===== config.mk =====
export PLATFORM = sky130hd
export DESIGN_NAME = packed_array_store
export DESIGN_NICKNAME = d
export VERILOG_FILES = /design/src/design/pas_pkg.sv /design/src/design/packed_array_store.sv
export SDC_FILE = /design/constraint.sdc
export NUM_CORES = 1
export LEC_CHECK = 0
export BUFFER_PORTS_ARGS = -buffer_cell sky130_fd_sc_hd__buf_2
export CAP_MARGIN = 20
export CELL_PAD_IN_SITES_DETAIL_PLACEMENT = 0
export CELL_PAD_IN_SITES_GLOBAL_PLACEMENT = 1
export CORE_MARGIN = 4
export CORE_UTILIZATION = 40
export DETAILED_ROUTE_END_ITERATION = 10
export GPL_TIMING_DRIVEN = 0
export MAX_ROUTING_LAYER = met4
export PLACE_DENSITY = 0.64
export SYNTH_ARGS = -nofsm -noshare
export SYNTH_HDL_FRONTEND = slang
export SYNTH_SLANG_ARGS = --single-unit

===== constraint.sdc =====
create_clock -name clock -period 11.1 [get_ports clock]
set_input_delay 0 -clock clock [delete_from_list [all_inputs] [get_ports clock]]
set_output_delay 0 -clock clock [all_outputs]
set_load 0.1 [all_outputs]

===== src/design/pas_pkg.sv =====
// shared constants and types for the packed array store
package pas_pkg;

   localparam int DEPTH  = 16;
   localparam int ADDR_W = $clog2(DEPTH);
   localparam int CNT_W  = $clog2(DEPTH + 1);
   localparam int WORD_W = 32;
   localparam int MODE_W = 2;
   localparam int IDX_W  = 4;
   localparam int STAT_W = 2;

   // packed stream widths, padded to whole bytes
   localparam int REQ_BITS = MODE_W + IDX_W + WORD_W;
   localparam int RSP_BITS = WORD_W + STAT_W + CNT_W;
   localparam int REQ_W    = ((REQ_BITS + 7) / 8) * 8;
   localparam int RSP_W    = ((RSP_BITS + 7) / 8) * 8;

   typedef enum logic [MODE_W-1:0] {
      MODE_APPEND = 2'd0,
      MODE_GET    = 2'd1,
      MODE_UPDATE = 2'd2,
      MODE_REMOVE = 2'd3
   } mode_type;

   typedef enum logic [STAT_W-1:0] {
      STAT_OK      = 2'd0,
      STAT_ILLEGAL = 2'd1,
      STAT_FULL    = 2'd2
   } status_type;

   localparam logic [WORD_W-1:0] READ_ILLEGAL = '1;

endpackage


===== src/design/packed_array_store.sv =====
// packed array store: dense word array with append, get, update and remove
//
// Requests arrive on the req_ stream (mode, index, value) and each one gives
// exactly one response on the rsp_ stream (read_value, status, count).
// Append, update and every illegal request go from S_IDLE straight to S_DONE;
// a legal get passes through S_GET on the way.
// A legal remove moves every later element down one place through the single
// memory port pair, reading each element in S_SHRD and writing it one place
// lower in S_SHWR, then lowers the live count once the tail is reached.
// The block takes one request at a time: req_tready is high only while the
// sequencer is idle, so a new request is not taken until the last has left S_DONE. A
// finished response sits in the output register while the next request is
// accepted; if the receiver holds rsp_tready low, the next response waits in
// the sequencer until the register is free.
// Reset clears the live count and the sequencer; memory contents are left
// as they are and are only used at live positions.
// Illegal indexes (at or above the live count) change nothing and return
// status 1; get then reads -1. Append into a full array returns status 2.
module packed_array_store (
   input  logic                       clock,
   input  logic                       reset,
   input  logic                       req_tvalid,
   output logic                       req_tready,
   input  logic [pas_pkg::REQ_W-1:0]  req_tdata,  // mode, index, value, zero pad
   output logic                       rsp_tvalid,
   input  logic                       rsp_tready,
   output logic [pas_pkg::RSP_W-1:0]  rsp_tdata   // read_value, status, count, zero pad
);
   import pas_pkg::*;

   typedef enum logic [4:0] {
      S_IDLE = 5'b00001,
      S_GET  = 5'b00010,
      S_SHRD = 5'b00100,
      S_SHWR = 5'b01000,
      S_DONE = 5'b10000
   } state_type;

   state_type          state_ff, state_in;
   logic [CNT_W-1:0]   live_count_ff, live_count_in;
   logic [ADDR_W-1:0]  ptr_ff, ptr_in;
   logic [WORD_W-1:0]  res_rd_ff, res_rd_in;
   logic [STAT_W-1:0]  res_st_ff, res_st_in;
   logic               rsp_valid_ff, rsp_valid_in;
   logic [RSP_W-1:0]   rsp_data_ff, rsp_data_in;

   logic [WORD_W-1:0]  mem [DEPTH];
   logic [WORD_W-1:0]  rd_data_ff;
   logic [ADDR_W-1:0]  mem_raddr;
   logic [ADDR_W-1:0]  mem_waddr;
   logic [WORD_W-1:0]  mem_wdata;
   logic               mem_we;

   logic               req_fire;
   mode_type           req_mode;
   logic [IDX_W-1:0]   req_index;
   logic [WORD_W-1:0]  req_value;
   logic               idx_legal;
   logic               is_full;
   logic [CNT_W-1:0]   next_pos;
   logic               out_free;

   assign req_mode  = mode_type'(req_tdata[MODE_W-1:0]);
   assign req_index = req_tdata[MODE_W +: IDX_W];
   assign req_value = req_tdata[MODE_W + IDX_W +: WORD_W];

   assign req_tready = (state_ff == S_IDLE);
   assign req_fire   = req_tvalid && req_tready;
   assign idx_legal  = (CNT_W'(req_index) < live_count_ff);
   assign is_full    = (live_count_ff == CNT_W'(DEPTH));
   assign next_pos   = CNT_W'(ptr_ff) + CNT_W'(1);
   assign out_free   = !rsp_valid_ff || rsp_tready;

   assign rsp_tvalid = rsp_valid_ff;
   assign rsp_tdata  = rsp_data_ff;

   always_comb begin
      state_in      = state_ff;
      live_count_in = live_count_ff;
      ptr_in        = ptr_ff;
      res_rd_in     = res_rd_ff;
      res_st_in     = res_st_ff;
      mem_raddr     = req_index[ADDR_W-1:0];
      mem_waddr     = req_index[ADDR_W-1:0];
      mem_wdata     = req_value;
      mem_we        = 1'b0;
      rsp_valid_in  = rsp_valid_ff && !rsp_tready;
      rsp_data_in   = rsp_data_ff;

      unique case (state_ff)
         S_IDLE: begin
            if (req_fire) begin
               res_rd_in = '0;
               res_st_in = STAT_OK;
               state_in  = S_DONE;
               unique case (req_mode)
                  MODE_APPEND: begin
                     if (is_full) begin
                        res_st_in = STAT_FULL;
                     end else begin
                        mem_we        = 1'b1;
                        mem_waddr     = live_count_ff[ADDR_W-1:0];
                        live_count_in = live_count_ff + CNT_W'(1);
                     end
                  end
                  MODE_GET: begin
                     if (idx_legal) begin
                        state_in = S_GET;
                     end else begin
                        res_rd_in = READ_ILLEGAL;
                        res_st_in = STAT_ILLEGAL;
                     end
                  end
                  MODE_UPDATE: begin
                     if (idx_legal) begin
                        mem_we = 1'b1;
                     end else begin
                        res_st_in = STAT_ILLEGAL;
                     end
                  end
                  MODE_REMOVE: begin
                     if (idx_legal) begin
                        ptr_in   = req_index[ADDR_W-1:0];
                        state_in = S_SHRD;
                     end else begin
                        res_st_in = STAT_ILLEGAL;
                     end
                  end
                  default: begin
                     res_st_in = STAT_ILLEGAL;
                  end
               endcase
            end
         end
         S_GET: begin
            res_rd_in = rd_data_ff;
            state_in  = S_DONE;
         end
         S_SHRD: begin
            // fetch the element above the hole, or close the array when at the tail
            if (next_pos < live_count_ff) begin
               mem_raddr = next_pos[ADDR_W-1:0];
               state_in  = S_SHWR;
            end else begin
               live_count_in = live_count_ff - CNT_W'(1);
               state_in      = S_DONE;
            end
         end
         S_SHWR: begin
            mem_we    = 1'b1;
            mem_waddr = ptr_ff;
            mem_wdata = rd_data_ff;
            ptr_in    = next_pos[ADDR_W-1:0];
            state_in  = S_SHRD;
         end
         S_DONE: begin
            if (out_free) begin
               rsp_valid_in = 1'b1;
               rsp_data_in  = RSP_W'({live_count_ff, res_st_ff, res_rd_ff});
               state_in     = S_IDLE;
            end
         end
         default: begin
            state_in = S_IDLE;
         end
      endcase
   end

   always_ff @(posedge clock) begin
      if (reset) begin
         state_ff      <= S_IDLE;
         live_count_ff <= '0;
         rsp_valid_ff  <= 1'b0;
      end else begin
         state_ff      <= state_in;
         live_count_ff <= live_count_in;
         rsp_valid_ff  <= rsp_valid_in;
      end
   end

   always_ff @(posedge clock) begin
      ptr_ff      <= ptr_in;
      res_rd_ff   <= res_rd_in;
      res_st_ff   <= res_st_in;
      rsp_data_ff <= rsp_data_in;
   end

   always_ff @(posedge clock) begin
      if (mem_we) begin
         mem[mem_waddr] <= mem_wdata;
      end
      rd_data_ff <= mem[mem_raddr];
   end

`ifndef SYNTHESIS
   a_count_bound: assert property (@(posedge clock) disable iff (reset)
      live_count_ff <= CNT_W'(DEPTH))
      else $error("live count above depth");

   a_rsp_from_done: assert property (@(posedge clock) disable iff (reset)
      $rose(rsp_valid_ff) |-> $past(state_ff == S_DONE))
      else $error("response raised outside the done step");

   a_append_grows: assert property (@(posedge clock) disable iff (reset)
      (req_fire && req_mode == MODE_APPEND && !is_full)
      |=> live_count_ff == $past(live_count_ff) + CNT_W'(1))
      else $error("append did not grow the count");

   a_shift_in_range: assert property (@(posedge clock) disable iff (reset)
      state_ff == S_SHWR |-> next_pos < live_count_ff)
      else $error("shift step beyond the live elements");

   a_rsp_waits: assert property (@(posedge clock) disable iff (reset)
      (state_ff == S_DONE && rsp_valid_ff && !rsp_tready) |=> state_ff == S_DONE)
      else $error("response dropped while output busy");
`endif

endmodule


== Yosys cells after proc, flatten, opt, wreduce, memory -nomap -nowiden ==
Memories as Yosys holds them, arrays and structs flattened. A register that Yosys moved wholly into a read port is not among the register bits.
Index checks and enable logic that the tools add are counted.
Storage, ports and cells
  output and inout port bits: 42
  input bits: 44
  register bits after elaboration: 88
  memories: 1
  memory bits (writable): 512
Memory list
  mem: words 16, bits a word 32, read ports 1, clocked after Yosys merged registers in 1, wr ports 1, RTL line packed_array_store.sv:47  | logic [WORD_W-1:0] mem [DEPTH];
Cells by class
  reduce and logical (&&, ||, !) cells: 16
  equality and inequality tests: 16
  multiplexer cells: 39
  $lt $le $gt $ge: 2
  add/sub/neg operators: 3
Operator list (number)
  $mux W32: 4
  $pmux W32 S2: 1
  $mux W5: 9
  $mux W4: 8
  $pmux W5 S5: 1
  $pmux W5 S2: 2
  $pmux W4 S2: 2
  $eq A5 B5 Y1 const B: 2
  $mux W1: 8
  $ne A2 B1 Y1 const B: 4
  $reduce_and A2 Y1: 4
  $ne A2 B2 Y1 const B: 3
  $reduce_bool A2 Y1: 3
  $add A4 B1 Y5 const B: 1
  $add A5 B1 Y5 const B: 1
  $eq A5 B1 Y1 const B: 1
  $eq A5 B2 Y1 const B: 1
  $eq A5 B3 Y1 const B: 1
  $eq A5 B4 Y1 const B: 1
  $lt A4 B5 Y1: 1
  $lt A5 B5 Y1: 1
  $reduce_and A5 Y1: 1
  $sub A5 B1 Y5 const B: 1
  $eq A2 B2 Y1 const B: 2
  10 further kinds: 13

== Depth between registers and ports, before layout ==
  word-level depth: 7
  gate-level depth with buffers: 13
  gate-level depth less buffers: 11

== Worst setup path after synthesis ==
No wires, ideal clock.
  kind: reg2reg
  from: register state_ff[3]
  to: memory mem[0][0] (enable)
  path slack: 7247 ps
  cell stages (with the launch flop): 8
  buffers on the path: 0
  arrival: 3432 ps
  cell sequence: dfxtp_1 -> nor3_1 -> nand4b_1 -> nor4b_2 -> nor2_1 -> a21o_1 -> or2_2 -> nor2_1
On the way
  longest elaborated chain between the ends: 6
RTL lines
  from (decl): RTL line packed_array_store.sv:39  | state_type state_ff, state_in;
  from (signal assigned): RTL line packed_array_store.sv:175  | state_ff <= state_in;
  $eq A5 B1 Y1: RTL line packed_array_store.sv:67, packed_array_store.sv:90
  $logic_and A1 B1 Y1: RTL line packed_array_store.sv:68  | assign req_fire = req_tvalid && req_tready;
  $mux W1: RTL line packed_array_store.sv:92  | if (req_fire) begin
  $pmux W1 S2: RTL line packed_array_store.sv:90  | unique case (state_ff)
  $mux W1: RTL line packed_array_store.sv:189  | if (mem_we) begin
  $mux W1 (implied by the code): RTL line packed_array_store.sv:190  | mem[mem_waddr] <= mem_wdata;
  to (decl): RTL line packed_array_store.sv:47
Parallel ways exist; a longest one is shown, timed or not.

== Final worst setup path ==
  from: register ptr_ff[0]
  to: register rd_data_ff[30], read port of mem
On the way
  longest elaborated chain between the ends: 4
RTL lines
  from (decl): RTL line packed_array_store.sv:41  | logic [ADDR_W-1:0] ptr_ff, ptr_in;
  from (signal assigned): RTL line packed_array_store.sv:182  | ptr_ff <= ptr_in;
  $add A4 B1 Y5 (*): RTL line packed_array_store.sv:71  | assign next_pos = CNT_W'(ptr_ff) + CNT_W'(1);
  $lt A5 B5 Y1: RTL line packed_array_store.sv:141  | if (next_pos < live_count_ff) begin
  $mux W4 (*): RTL line packed_array_store.sv:141
  $mux W4 (*): RTL line packed_array_store.sv:90
  to (decl): RTL line packed_array_store.sv:48  | logic [WORD_W-1:0] rd_data_ff;
Mark *: on every way between the ends. The rest lies on a longest branch, timed or not.
A chain may end at the register's enable or synchronous reset.

==> impl_metrics.ini <==
[logic_synthesis]
netlist.area_leader.share = 0.731
synth.area.top_cells = edfxtp_1 73%, mux2i_1 11%, dfxtp_1 3.6%
syn-cell-area_sq_um = 24200
async_flop_share = 0
ys_types = 54
netlist_top_cells_count = 589 x edfxtp_1, 261 x mux2i_1, 128 x o22ai_1, 112 x nand2_1, 43 x dfxtp_1
yosysSeqAreaShare = 0.766
yosys_most_used_dff = edfxtp_1
synth-seq-cells = 632
yosysMostFrequentCell = edfxtp_1
syn_avg_cell_area_sq_um = 17.1
synth_edf_count = 589
syn-num-nets = 1470
yosys_warnings = 0
syn-instance-count = 1414
yosys.area.top_type = edfxtp_1

[sta]
rsz0062_at_grt = false
period_share = 0.424
finalHoldViolations = 0
fmax_mhz = 212
fin_skew_ns = 0.0265
maxSlewViolCount = 0
finalSetupViolations = 0
relSlewSlack = 0.346
holdWs_ns = 0.0391
min_period_ns = 4.71
tightest_slew_ns = 0.982
setup_tns_ns = 0

[die]
dieHeight_um = 254
die_x_um = 254
io_pins = 86
die_area_sq_um = 64500
initial_core_util = 0.407
core_area_sq_um = 59500
num_rows = 89

[cells_and_area]
fillers = 5076
multi_input_area_sq_um = 5380
syn_to_final_growth_pct = 17.9
drive_gt1_frac = 0.163
seq_area_sq_um = 18500
antenna_cells = 0
fin_nets = 1654

[placed_design]
place_congestion = 0.771
port_buffers = 80
dp_hpwl_mm = 37.8

[clock_network]
clkTransAtPathRegs_ns = 0.06
numClockSinks = 632
tritoncts = done
clockRootBuffer = clkbuf_16
htreeDepth = 3
postCtsHoldBufs = 13
clock_latency_ns = 0.60
cts_buffer_depth = 3
post_cts_buffers = 0
cts_made_buffers = 69
ctsResizeCount = 0

[drt]
viasPerCell = 5.41
dr.pass1.iters = 5
drtAntennaViolNets = 0
num_vias = 13100
drt-total-wl_mm = 60.3
drtIter0Drc = 1004
drc = 0
wire_per_inst_um = 24.9

[min_path]
min_path_cells = 3
hold_path.class = in -> reg

[pwr]
leakage_nw = 10.5
powerDensity_nw_per_um2 = 186
ir_worst_vdd_mv = 0.0914

[critical_path]
worstPathMaxFanout = 10
path_cells = ha_1 -> xnor2_1 -> inv_1 -> ha_1 -> a21o_1 -> a31oi_1 -> o211ai_4 -> mux2i_1 -> buf_2 -> buf_2 -> mux2i_1 -> o22ai_1 -> or4_1
worst-path-buf-inv = 3
slowest_stage = mux2i_1
cpPeakStageDelay_ns = 0.61
path_depth = 13
required_ns = 11.52
path_class = reg -> reg
r2r.worst_path.cells = 13
end_kind = flop
arrival_ns = 5.13
crit_family = buffers and inverters
start_kind = flop

[grt]
antenna_found_initial = 0
grt.overflow.total = 0
grt_max_degree = 24
grt_pass1_wl_mm = 87.6
grt_pass1_vias = 13100
track_usage = 0.193

[status]
status = finished clean

[job]
maxCapViolations = 0
[through the flow]
step,setup slack (ns),cells,total power (W),cell area [sq um],utilization
6_report,6.39,2422,0.00530,28600,0.480
5_1_grt,6.23,2422,0.00548,28600,0.480
4_1_cts,6.42,2422,0.00535,28600,0.480
3_5_place_dp,6.45,2287,0.00305,26100,0.439
3_3_place_gp,4.76,2267,0.00304,25600,0.430
2_1_floorplan,7.25,1414,0.00294,24200,-
[flip-flops by register name, indices dropped and copies added (netlist names)]
signal,cells
rd_data_ff,32
state_ff,5
ptr_ff,4
live_count_ff,5
rsp_tvalid,1
res_rd_ff,32
res_st_ff,2
rsp_tdata,39
mem,512
[area by class of cell]
| cell class | count | share of cell area |
|---|---|---|
| buffer | 75 | 0.0132 |
| sequential | 632 | 0.650 |
| clock buffer | 96 | 0.0694 |
| tap | 773 | 0.0339 |
| multi-input combinational | 699 | 0.188 |
| clock inverter | 26 | 0.0107 |
| timing repair buffer | 113 | 0.0337 |
| inverter | 8 | 0.00105 |
[per-layer routing]
| metal | vias to the layer above | GRT usage | share of wire |
|---|---|---|---|
| met4 | 0 | 0.0534 | 0.020 |
| met1 | 6708 | 0.263 | 0.45 |
| met3 | 74 | 0.0316 | 0.057 |
| li1 | 5934 | - | - |
| met2 | 388 | 0.304 | 0.48 |
| met5 | - | - | 0 |
[final timing paths]
check,start,end,slack (ns)
worst max-delay path,ptr_ff[0],rd_data_ff[30],6.39
worst min register to register,res_rd_ff[8],rsp_tdata[8],0.41
worst min-delay path,req_tdata[33],mem[10][27],0.04
worst max register to register,ptr_ff[0],rd_data_ff[30],6.39
[power breakdown]
part           internal (W)  switching, W
Clock               0.00140      0.000895
Sequential          0.00267     0.0000223
Combinational     0.0000927      0.000222
[worst min-delay path, cell delays in order]
cell	delay, ns
buf_2	0.08
nand2_1	0.04
nand2_1	0.30
[cell usage in the layout (no fill, tap or decap), types with 11 or more instances in the layout]
cell type      synthesis  final
edfxtp_1             589    589
mux2i_1              261    261
o22ai_1              128    128
nand2_1              112    112
buf_2                 32    112
clkbuf_16              0     71
dfxtp_1               43     43
clkbuf_1              26     40
a21o_1                39     39
or4_1                 32     32
nor2_1                32     16
nor2_4                 0     16
buf_12                 0     16
dlygate4sd3_1          0     13
ha_1                  11     11
clkbuf_8               0     11
[cells by family after synthesis]
group,synth area share
buf+inv,0.0168
xor+xnor,0.00217
fa+ha+maj,0.00651
other cells,0.000155
flops,0.766
compound gates,0.0540
mux,0.109
simple gates,0.0450
No activity file was read; power rests on OpenSTA's default activity.
